### src/sv/dfr_pkg.sv
// ----------------------------------------------------------------------------
// dfr_pkg
// Shared types and codes for the DLE/STX/ETX byte-stuffing deframer.
// ----------------------------------------------------------------------------
`default_nettype none

package dfr_pkg;

  localparam int unsigned ByteW    = 8;
  localparam int unsigned KeyW     = 32;
  localparam int unsigned HdrCntW  = 3;
  localparam int unsigned HeaderLen = 6;
  localparam int unsigned CfgIdxW  = 2;
  localparam int unsigned OutDataW = 64;

  localparam logic [ByteW-1:0] EscapeReset = 8'd16;
  localparam logic [ByteW-1:0] StartReset  = 8'd2;
  localparam logic [ByteW-1:0] EndReset    = 8'd3;

  // parser phase codes
  localparam int unsigned PhaseW = 3;
  localparam logic [PhaseW-1:0] PH_HUNT_ESC   = 3'd0;
  localparam logic [PhaseW-1:0] PH_HUNT_START = 3'd1;
  localparam logic [PhaseW-1:0] PH_BODY       = 3'd2;
  localparam logic [PhaseW-1:0] PH_BODY_ESC   = 3'd3;
  localparam logic [PhaseW-1:0] PH_DROP       = 3'd4;

  // header byte positions
  localparam logic [HdrCntW-1:0] HDR_KIND   = 3'd0;
  localparam logic [HdrCntW-1:0] HDR_FORMAT = 3'd5;
  localparam logic [HdrCntW-1:0] HDR_FULL   = 3'd6;

  typedef enum logic [1:0] {
    EV_PAYLOAD = 2'd0,
    EV_DONE    = 2'd1,
    EV_ERROR   = 2'd2
  } event_e;

  typedef enum logic [2:0] {
    ERR_NONE      = 3'd0,
    ERR_BAD_START = 3'd1,
    ERR_BAD_PAIR  = 3'd2,
    ERR_SHORT     = 3'd3,
    ERR_END       = 3'd4
  } error_e;

  typedef enum logic [CfgIdxW-1:0] {
    CFG_ESCAPE = 2'd0,
    CFG_START  = 2'd1,
    CFG_END    = 2'd2
  } cfg_idx_e;

  typedef struct packed {
    logic [ByteW-1:0] escape_code;
    logic [ByteW-1:0] start_code;
    logic [ByteW-1:0] end_code;
  } cfg_t;

  typedef struct packed {
    event_e           event_res;
    logic [ByteW-1:0] frame_kind;
    logic [KeyW-1:0]  key_ident;
    logic [ByteW-1:0] payload_format;
    logic [ByteW-1:0] payload_value;
    error_e           error_code;
  } result_t;

endpackage

`default_nettype wire

### src/sv/dfr_cfg_regs.sv
// ----------------------------------------------------------------------------
// dfr_cfg_regs
// Escape, start and end code registers behind a plain write port.
// ----------------------------------------------------------------------------
`default_nettype none

module dfr_cfg_regs (
  input  wire logic                        clk_i,
  input  wire logic                        rst_ni,
  input  wire logic                        cfg_we_i,
  input  wire logic [dfr_pkg::CfgIdxW-1:0] cfg_idx_i,
  input  wire logic [dfr_pkg::ByteW-1:0]   cfg_data_i,
  output      dfr_pkg::cfg_t               cfg_o
);
  import dfr_pkg::*;

  cfg_t cfg_q, cfg_d;

  always_comb begin
    cfg_d = cfg_q;
    if (cfg_we_i) begin
      unique case (cfg_idx_e'(cfg_idx_i))
        CFG_ESCAPE: cfg_d.escape_code = cfg_data_i;
        CFG_START:  cfg_d.start_code  = cfg_data_i;
        CFG_END:    cfg_d.end_code    = cfg_data_i;
        default:    cfg_d = cfg_q;
      endcase
    end
  end

  always_ff @(posedge clk_i or negedge rst_ni) begin
    if (!rst_ni) begin
      cfg_q.escape_code <= EscapeReset;
      cfg_q.start_code  <= StartReset;
      cfg_q.end_code    <= EndReset;
    end else begin
      cfg_q <= cfg_d;
    end
  end

  assign cfg_o = cfg_q;

endmodule

`default_nettype wire

### src/sv/dfr_parser.sv
// ----------------------------------------------------------------------------
// dfr_parser
// Per-byte frame state machine: start hunt, de-stuffing, header capture and
// result generation for one registered item.
// ----------------------------------------------------------------------------
`default_nettype none

module dfr_parser (
  input  wire logic                      clk_i,
  input  wire logic                      rst_ni,
  input  wire logic                      item_valid_i,
  input  wire logic [dfr_pkg::ByteW-1:0] byte_value_i,
  input  wire logic                      end_of_buffer_i,
  input       dfr_pkg::cfg_t             cfg_i,
  output      logic                      res_valid_o,
  output      dfr_pkg::result_t          res_o
);
  import dfr_pkg::*;

  logic [PhaseW-1:0]  phase_q, phase_d;
  logic [HdrCntW-1:0] hdr_cnt_q, hdr_cnt_d;
  logic [ByteW-1:0]   kind_q, kind_d;
  logic [KeyW-1:0]    key_q, key_d;
  logic [ByteW-1:0]   fmt_q, fmt_d;

  logic   is_esc, is_start, is_end, last, hdr_full;
  logic   body_take;
  logic   emit_err, emit_payload, emit_done;
  error_e err;

  assign is_esc   = (byte_value_i == cfg_i.escape_code);
  assign is_start = (byte_value_i == cfg_i.start_code);
  assign is_end   = (byte_value_i == cfg_i.end_code);
  assign last     = end_of_buffer_i;
  assign hdr_full = (hdr_cnt_q == HDR_FULL);

  always_comb begin
    phase_d      = phase_q;
    hdr_cnt_d    = hdr_cnt_q;
    kind_d       = kind_q;
    key_d        = key_q;
    fmt_d        = fmt_q;
    body_take    = 1'b0;
    emit_err     = 1'b0;
    emit_payload = 1'b0;
    emit_done    = 1'b0;
    err          = ERR_NONE;

    unique case (phase_q)
      PH_HUNT_START: begin
        if (!is_start) begin
          emit_err = 1'b1;
          err      = ERR_BAD_START;
        end else begin
          hdr_cnt_d = '0;
          kind_d    = '0;
          key_d     = '0;
          fmt_d     = '0;
          if (last) begin
            emit_err = 1'b1;
            err      = ERR_END;
          end else begin
            phase_d = PH_BODY;
          end
        end
      end
      PH_BODY: begin
        if (is_esc) begin
          if (last) begin
            emit_err = 1'b1;
            err      = ERR_END;
          end else begin
            phase_d = PH_BODY_ESC;
          end
        end else begin
          body_take = 1'b1;
        end
      end
      PH_BODY_ESC: begin
        priority if (is_end) begin
          phase_d = PH_HUNT_ESC;
          if (!hdr_full) begin
            emit_err = 1'b1;
            err      = ERR_SHORT;
          end else begin
            emit_done = 1'b1;
          end
        end else if (is_esc) begin
          phase_d   = PH_BODY;
          body_take = 1'b1;
        end else begin
          emit_err = 1'b1;
          err      = ERR_BAD_PAIR;
        end
      end
      PH_DROP: begin
        if (last) begin
          phase_d = PH_HUNT_ESC;
        end
      end
      default: begin
        if (last) begin
          emit_err = 1'b1;
          err      = ERR_END;
        end else if (!is_esc) begin
          emit_err = 1'b1;
          err      = ERR_BAD_START;
        end else begin
          phase_d = PH_HUNT_START;
        end
      end
    endcase

    // one de-stuffed body byte
    if (body_take) begin
      if (last) begin
        emit_err = 1'b1;
        err      = ERR_END;
      end else if (!hdr_full) begin
        priority if (hdr_cnt_q == HDR_KIND) begin
          kind_d = byte_value_i;
        end else if (hdr_cnt_q == HDR_FORMAT) begin
          fmt_d = byte_value_i;
        end else begin
          key_d = {key_q[KeyW-ByteW-1:0], byte_value_i};
        end
        hdr_cnt_d = hdr_cnt_q + 1'b1;
      end else begin
        emit_payload = 1'b1;
      end
    end

    if (emit_err) begin
      phase_d = (last || err == ERR_SHORT) ? PH_HUNT_ESC : PH_DROP;
    end
  end

  always_ff @(posedge clk_i or negedge rst_ni) begin
    if (!rst_ni) begin
      phase_q   <= PH_HUNT_ESC;
      hdr_cnt_q <= '0;
      kind_q    <= '0;
      key_q     <= '0;
      fmt_q     <= '0;
    end else if (item_valid_i) begin
      phase_q   <= phase_d;
      hdr_cnt_q <= hdr_cnt_d;
      kind_q    <= kind_d;
      key_q     <= key_d;
      fmt_q     <= fmt_d;
    end
  end

  always_comb begin
    res_valid_o          = item_valid_i && (emit_err || emit_payload || emit_done);
    res_o.event_res      = emit_err ? EV_ERROR : (emit_done ? EV_DONE : EV_PAYLOAD);
    res_o.frame_kind     = emit_err ? '0 : kind_q;
    res_o.key_ident      = emit_err ? '0 : key_q;
    res_o.payload_format = emit_err ? '0 : fmt_q;
    res_o.payload_value  = emit_payload ? byte_value_i : '0;
    res_o.error_code     = err;
  end

endmodule

`default_nettype wire

### src/sv/dfr_out_reg.sv
// ----------------------------------------------------------------------------
// dfr_out_reg
// Result register on the master stream side with tdata/tuser packing.
// ----------------------------------------------------------------------------
`default_nettype none

module dfr_out_reg (
  input  wire logic                         clk_i,
  input  wire logic                         rst_ni,
  input  wire logic                         res_valid_i,
  input       dfr_pkg::result_t             res_i,
  output      logic                         ready_o,
  output      logic                         m_axis_tvalid,
  input  wire logic                         m_axis_tready,
  output      logic [dfr_pkg::OutDataW-1:0] m_axis_tdata,
  output      logic [1:0]                   m_axis_tuser
);
  import dfr_pkg::*;

  logic    valid_q, valid_d;
  result_t res_q;

  assign ready_o = !valid_q || m_axis_tready;
  assign valid_d = ready_o ? res_valid_i : valid_q;

  always_ff @(posedge clk_i or negedge rst_ni) begin
    if (!rst_ni) begin
      valid_q <= 1'b0;
    end else begin
      valid_q <= valid_d;
    end
  end

  always_ff @(posedge clk_i) begin
    if (ready_o && res_valid_i) begin
      res_q <= res_i;
    end
  end

  assign m_axis_tvalid = valid_q;
  assign m_axis_tuser  = res_q.event_res;
  assign m_axis_tdata  = {5'b0, res_q.error_code, res_q.payload_value,
                          res_q.payload_format, res_q.key_ident, res_q.frame_kind};

endmodule

`default_nettype wire

### src/sv/dle_frame_deframer_unit.sv
// ----------------------------------------------------------------------------
// dle_frame_deframer_unit
// DLE/STX/ETX byte-stuffing deframer: one raw byte per item in, payload bytes
// with their frame header, frame-done and error items out.
//
//  port group   dir  contents
//  s_axis_*     in   tdata[7:0] byte_value, tlast end_of_buffer
//  m_axis_*     out  tuser[1:0] event_res, tdata frame/header/payload/error
//  cfg_*        in   write of escape (0), start (1), end (2) codes
//
// one item per cycle sustained while the master side accepts; an item waits
// in the input register and its result, if any, in the result register
// reset returns the parser to start hunt and the codes to 16, 2, 3
// a stall on the master side holds the result and backs up through the
// input register to s_axis_tready
// ----------------------------------------------------------------------------
`default_nettype none

module dle_frame_deframer_unit (
  input  wire logic                         clk_i,
  input  wire logic                         rst_ni,
  input  wire logic                         s_axis_tvalid,
  output      logic                         s_axis_tready,
  input  wire logic [7:0]                   s_axis_tdata,  // byte_value
  input  wire logic                         s_axis_tlast,  // end_of_buffer
  output      logic                         m_axis_tvalid,
  input  wire logic                         m_axis_tready,
  // frame_kind[7:0], key_ident[39:8], payload_format[47:40],
  // payload_value[55:48], error_code[58:56], zero fill
  output      logic [dfr_pkg::OutDataW-1:0] m_axis_tdata,
  output      logic [1:0]                   m_axis_tuser,  // event_res
  input  wire logic                         cfg_we_i,
  input  wire logic [dfr_pkg::CfgIdxW-1:0]  cfg_idx_i,
  input  wire logic [dfr_pkg::ByteW-1:0]    cfg_data_i
);
  import dfr_pkg::*;

  cfg_t             cfg;
  logic             in_valid_q;
  logic [ByteW-1:0] in_byte_q;
  logic             in_last_q;
  logic             out_ready;
  logic             consume;
  logic             res_valid;
  result_t          res;

  dfr_cfg_regs u_cfg (
    .clk_i      (clk_i),
    .rst_ni     (rst_ni),
    .cfg_we_i   (cfg_we_i),
    .cfg_idx_i  (cfg_idx_i),
    .cfg_data_i (cfg_data_i),
    .cfg_o      (cfg)
  );

  assign consume       = in_valid_q && out_ready;
  assign s_axis_tready = !in_valid_q || out_ready;

  always_ff @(posedge clk_i or negedge rst_ni) begin
    if (!rst_ni) begin
      in_valid_q <= 1'b0;
    end else if (s_axis_tready) begin
      in_valid_q <= s_axis_tvalid;
    end
  end

  always_ff @(posedge clk_i) begin
    if (s_axis_tready && s_axis_tvalid) begin
      in_byte_q <= s_axis_tdata;
      in_last_q <= s_axis_tlast;
    end
  end

  dfr_parser u_parser (
    .clk_i           (clk_i),
    .rst_ni          (rst_ni),
    .item_valid_i    (consume),
    .byte_value_i    (in_byte_q),
    .end_of_buffer_i (in_last_q),
    .cfg_i           (cfg),
    .res_valid_o     (res_valid),
    .res_o           (res)
  );

  dfr_out_reg u_out (
    .clk_i         (clk_i),
    .rst_ni        (rst_ni),
    .res_valid_i   (res_valid),
    .res_i         (res),
    .ready_o       (out_ready),
    .m_axis_tvalid (m_axis_tvalid),
    .m_axis_tready (m_axis_tready),
    .m_axis_tdata  (m_axis_tdata),
    .m_axis_tuser  (m_axis_tuser)
  );

endmodule

`default_nettype wire

### config.mk
export PLATFORM = sky130hd
export DESIGN_NAME = dle_frame_deframer_unit
export DESIGN_NICKNAME = d
export VERILOG_FILES = /design/src/sv/dfr_pkg.sv /design/src/sv/dfr_cfg_regs.sv /design/src/sv/dfr_parser.sv /design/src/sv/dfr_out_reg.sv /design/src/sv/dle_frame_deframer_unit.sv
export SDC_FILE = /design/constraint.sdc
export NUM_CORES = 1
export LEC_CHECK = 0
export ABC_CLOCK_PERIOD_IN_PS = 7600
export CAP_MARGIN = 20
export CORE_ASPECT_RATIO = 1.5
export CORE_MARGIN = 5
export CORE_UTILIZATION = 45
export DETAILED_ROUTE_END_ITERATION = 10
export DONT_BUFFER_PORTS = 1
export HOLD_SLACK_MARGIN = 0.03
export MAX_ROUTING_LAYER = met4
export PLACE_DENSITY = 0.59
export SLEW_MARGIN = 30
export SYNTH_ARGS = -nofsm -noshare
export SYNTH_HDL_FRONTEND = slang
export SYNTH_SLANG_ARGS = --single-unit
### constraint.sdc
create_clock -name clk_i -period 7.6 [get_ports clk_i]
set_input_delay 0 -clock clk_i [delete_from_list [all_inputs] [get_ports clk_i]]
set_output_delay 0 -clock clk_i [all_outputs]
set_load 0.01 [all_outputs]
## Word-level counts from Yosys, hierarchy flattened

Cells that the tools add are included.

| cells by class | value |
|---|---|
| eq/ne operators | 19 |
| muxes and demuxes | 67 |
| reductions and logical operators | 18 |
| add/subtract/negate cells | 1 |

Operator list:

| cell | number |
|---|---|
| 32-bit 2-to-1 mux | 7 |
| 8-bit 2-to-1 mux | 13 |
| 3-bit 2-to-1 mux | 23 |
| 8-bit equality test | 3 |
| 3-bit case mux with 4 select lines | 2 |
| 1-bit 2-to-1 mux | 18 |
| 3-bit by 2-bit equality test with 1-bit output, second input constant | 3 |
| 3-bit equality test, second input constant | 3 |
| 3-bit by 2-bit != test with 1-bit output, second input constant | 3 |
| 9-bit AND reduction | 1 |
| 4-bit by 1-bit != test with 1-bit output, second input constant | 2 |
| 3-bit by 1-bit != test with 1-bit output, second input constant | 2 |
| 2-bit AND reduction | 3 |
| 1-bit logical OR | 5 |
| 5-bit nonzero test | 1 |
| 1-bit logical AND | 4 |
| 2-bit 2-to-1 mux | 2 |
| 1-bit case mux with 4 select lines | 1 |
| 3-bit by 1-bit adder with 3-bit output, second input constant | 1 |
| 3-bit by 1-bit equality test with 1-bit output, second input constant | 1 |
| 3-bit zero test | 1 |
| 2-bit by 1-bit equality test with 1-bit output, second input constant | 1 |
| 2-bit equality test, second input constant | 1 |
| 1-bit zero test | 2 |
| 2 further kinds | 2 |

| word-level totals | value |
|---|---|
| word-level logic and storage cells | 123 |
| register bits after elaboration | 150 |
| bits of input ports | 24 |

## Longest topological paths before layout

| depth | value |
|---|---|
| depth in word-level cells | 10 |
| mapped depth | 10 |
| depth with buffers taken out | 9 |

## Hierarchy

A second synthesis with hierarchy kept.

| unflattened totals | value |
|---|---|
| cells, all modules | 576 |
| area, all modules | 7,055.5 um^2 |

Modules (own cells, without submodules):

| module | instances | area an instance (um^2) | cells an instance | sequential area each (um^2) |
|---|---|---|---|---|
| dfr_parser | 1 | 3,881.2 | 440 | 1,351.3 |
| dfr_out_reg | 1 | 1,926.8 | 71 | 1,856.8 |
| dfr_cfg_regs | 1 | 917.1 | 51 | 605.6 |
| dle_frame_deframer_unit | 1 | 330.3 | 14 | 295.3 |

## Worst setup path after synthesis

OpenSTA, ideal clock, no wires.

| path | value |
|---|---|
| path kind | flip-flop to flip-flop |
| start point | register in_byte_q[7] |
| end point | register u_out.res_q (netlist bit u_out.m_axis_tdata[0]) (enable) |
| slack | 2.372 ns |
| buffers on the path | 1 |
| period minus slack after synthesis | 5.228 ns |
| required time | 7.120 ns |
| stages on the path, launching flop included | 9 |
| setup time | 0.480 ns |
| arrival time | 4.748 ns |
| cells stage by stage | edfxtp_1 > buf_6 > xor2_1 > nor4_2 > nand2_2 > o31a_1 > a2111o_2 > o41a_2 > nor2_1 |

| on the way | value |
|---|---|
| word-level cells in the longest chain between the ends | 10 |
| elaborated cells on any way between the ends | 21 |
| classes of those cells | eq/ne (3); mux (14); reduce/logical (4) |

RTL lines:

| what | line | text |
|---|---|---|
| start: declaration | dle_frame_deframer_unit.sv:40 | `logic [ByteW-1:0] in_byte_q;` |
| start signal: assignment | dle_frame_deframer_unit.sv:69 | `in_byte_q <= s_axis_tdata;` |
| 8-bit equality test | dfr_parser.sv:31 | `assign is_esc = (byte_value_i == cfg_i.escape_code);` |
| 1-bit 2-to-1 mux | dfr_parser.sv:68, dfr_parser.sv:88, dfr_parser.sv:105 |  |
| 1-bit 2-to-1 mux, on equally long branches | dfr_parser.sv:102, dfr_parser.sv:80 |  |
| 1-bit case mux with 4 select lines | dfr_parser.sv:49 | `unique case (phase_q)` |
| 1-bit 2-to-1 mux | dfr_parser.sv:116 | `if (last) begin` |
| 1-bit 2-to-1 mux | dfr_parser.sv:115 | `if (body_take) begin` |
| 1-bit logical OR | dfr_parser.sv:155 | `res_valid_o = item_valid_i && (emit_err \|\| emit_payload \|\| emit_done);` |
| 1-bit logical OR (*) | dfr_parser.sv:155 |  |
| 1-bit logical AND (*) | dfr_parser.sv:155 |  |
| 1-bit logical AND (*) | dfr_out_reg.sv:35 | `if (ready_o && res_valid_i) begin` |
| end signal: assignment | dfr_out_reg.sv:36 | `res_q <= res_i;` |
| end: declaration | dfr_out_reg.sv:21 | `result_t res_q;` |

Mark *: on every way between the ends. The rest lies on a longest branch, timed or not.
A chain may end at the register's enable or synchronous reset.

## Worst setup path after layout

| path | value |
|---|---|
| start point | register in_byte_q[7] |
| end point | register u_out.res_q (netlist bit u_out.m_axis_tdata[6]) (enable) |

Same word-level chain as after synthesis.

==> flow_summary.yaml <==
outcome:
  outcome: "completed"
synth:
  synthTopCellsByCount: "dfrtp_1, edfxtp_1, and2_4"
  netlist_instances: 450
  synth_edf_count: 70
  synth.cell_area_um2: 6446
  ys.flop_type: "dfrtp_1"
  synth_area_leader_cell: "edfxtp_1"
  synth_top_area_frac: 0.3261
  synth_cell_type_count: 57
  synth.area.top_cells: "edfxtp_1, dfrtp_1, and2_4, a22o_1, mux2_2"
  synth_seq_cells: 150
  synth_most_common_cell: "dfrtp_1"
  seq_area_frac_synth: 0.6374
  ys_warn_count: 0
  avgSynthCellArea_um2: 14.32
  async_flop_share: 0.5333
flow_run:
  max_cap_violations: 0
global_routing:
  grt_pass1_wl_um: 21690
  antenna_found_initial: 0
  grt_start_max_net_pins: 81
  first_global_vias: 3783
  track_usage: 0.1783
  gr-total-overflow: 0
timing:
  worst_slew_pin_slew_ns: 0.8634
  drv_slew: 0
  setup_violations: 0
  period_minus_slack_ns: 3.688
  tns_ns: 0
  max-slew-margin-rel: 0.4233
  skew_ns: 0.008976
  finalCritPeriodShare: 0.4852
  hold_viol: 0
  rsz0062_at_grt: "false"
  fmax_mhz: 271.2
critical_path:
  cp_max_fo: 61
  endpoint_kind: "flop"
  cp-start-kind: "flop"
  required_ns: 7.65
  worstPathArrival_ns: 3.73
  crit_type: "reg -> reg"
clocking:
  cts.sinks: 150
  clk_latency_ns: 0.42
  postCtsSetupRepairBufs: 0
  cts_made_buffers: 17
  tritoncts: "done"
  clkTransAtPathRegs_ns: 0.06
  clock_path_buffers: 2
  cts-root-buf: "clkbuf_16"
  h-tree-depth: 4
detailed_routing:
  viasPerCell: 5.299
  vias: 3593
  ant_nets: 0
  drt-initial-drc-count: 197
  drcViolationCount: 0
  routed_wl_um: 13670
  wire_per_inst_um: 20.15
  first_pass_iters: 4
final_layout:
  drive_gt1_frac: 0.2737
  design_area_um2: 7352
  area_growth_syn_to_layout_pct: 14.05
  antenna_cells: 0
  fin_nets: 501
die:
  die_area_um2: 16870
  ios: 92
  start_util: 0.4585
  die_y_um: 156.6
  core-area_um2: 14060
  die-width_um: 107.7
  num_rows: 53
power:
  peakVddDrop_mv: 0.1572
  p_leak_nw: 2.960
  p_per_area_nw_per_um2: 318.4
min_path:
  hp-class: "in -> reg"
place:
  port_buffers: 0
  dpl.hpwl_um: 9493
  place.gp.congestion: 0.8777
  dpl-instance-area_um2: 6536
## metal layers
metal	global-route usage	routed length [µm]
met5	-	0
met3	0.05324	709
met4	0.05535	172
met1	0.2099	5633
met2	0.2945	7150
## through the flow
stage	util	hold WS (ns)	setup slack, ns	power, mW	std cells
finish	0.5230	0.08022	3.912	2.341	678
global route	0.5230	0.07604	3.693	2.457	678
CTS	0.5215	0.07198	3.504	2.356	677
detailed placement	0.4649	-0.2918	3.523	1.591	619
global placement	0.4649	-0.2919	3.606	1.589	619
floorplan	-	-0.2956	2.372	1.513	454
## critical path, cell delays in order (launching register included)
cell      delay (ns)
edfxtp_1        0.51
xor2_1          0.22
nor4_2          0.48
nand2_2         0.22
o31a_1          0.35
a2111o_2        0.59
o41a_2          0.21
nor2_4          0.09
buf_4           0.60
## cell families (layout without fill, tap and decap cells)
kind of cell / after synthesis / in the layout / synth area share
buffers and inverters: 40 / 72 / 0.03765
AOI/OAI and AO/OA: 89 / 89 / 0.1141
DFF: 150 / 150 / 0.6374
adders and majority gates: 5 / 5 / 0.009317
other: 1 / 5 / 0.0005817
and+or+nand+nor: 115 / 115 / 0.1231
muxes: 26 / 26 / 0.04523
xor gates and xnor gates: 24 / 24 / 0.03261
## registers in the layout (all words and copies together) (netlist names), 2 cells and up
name,cells
u_parser.fmt_q,8
u_parser.kind_q,8
u_cfg.cfg_o,24
u_parser.key_q,32
u_out.m_axis_tuser,2
u_parser.hdr_cnt_q,3
u_out.m_axis_tdata,59
in_byte_q,8
u_parser.phase_q,3
## area by class of cell
cell class | instances | area (µm²)
timing repair buffer | 31 | 327.8
fill | 1207 | 6706
multi-input combinational | 264 | 2123
sequential | 150 | 4109
tap | 192 | 240.2
inverter | 9 | 33.78
clock inverter | 12 | 81.33
clock buffer | 20 | 436.7
## final timing paths
check,start,end,slack [ns],cells past startpoint
worst max-delay path,in_byte_q[7]$_DFFE_PP_,u_out.m_axis_tdata[6]$_SDFFCE_PP0P_,3.91,8
worst min-delay path,s_axis_tvalid,in_byte_q[5]$_DFFE_PP_,0.08,1
worst max register to register,in_byte_q[7]$_DFFE_PP_,u_out.m_axis_tdata[6]$_SDFFCE_PP0P_,3.91,8
worst min register to register,u_parser.key_q[31]$_DFFE_PN0P_,u_parser.key_q[31]$_DFFE_PN0P_,0.50,1
max in group asynchronous,rst_ni,u_cfg.cfg_o[0]$_DFFE_PN1P_,7.12,2
min in group asynchronous,rst_ni,u_cfg.cfg_o[15]$_DFFE_PN0P_,0.13,2
## what timing repair did
action | in CTS | in global routing
gates resized for setup | 0 | 0
hold buffers | 26 | 0
endpoints found under the hold margin | 115 | 0
## report_power, final
group          leakage, nW  switching (mW)  internal, mW  total, mW
logic                0.983           0.242         0.136      0.378
registers             1.73           0.168          1.06       1.23
clock network        0.246           0.322         0.415      0.737
## cell usage in the layout, fill, tap and decap left out, types with 5 or more instances in the layout
cell type	netlist	layout
a21oi_1	8	8
nor2_1	15	13
a22o_1	47	47
and2_1	11	11
nand2_1	16	16
dlygate4sd3_1	0	25
xnor2_1	8	8
clkbuf_16	0	17
inv_1	9	9
clkinv_2	0	5
dfrtp_1	76	76
o21ai_0	5	5
conb_1	1	5
and2_4	48	48
mux2_2	25	25
xor2_1	16	16
edfxtp_1	70	70
Power figures use the tool's default switching activity.
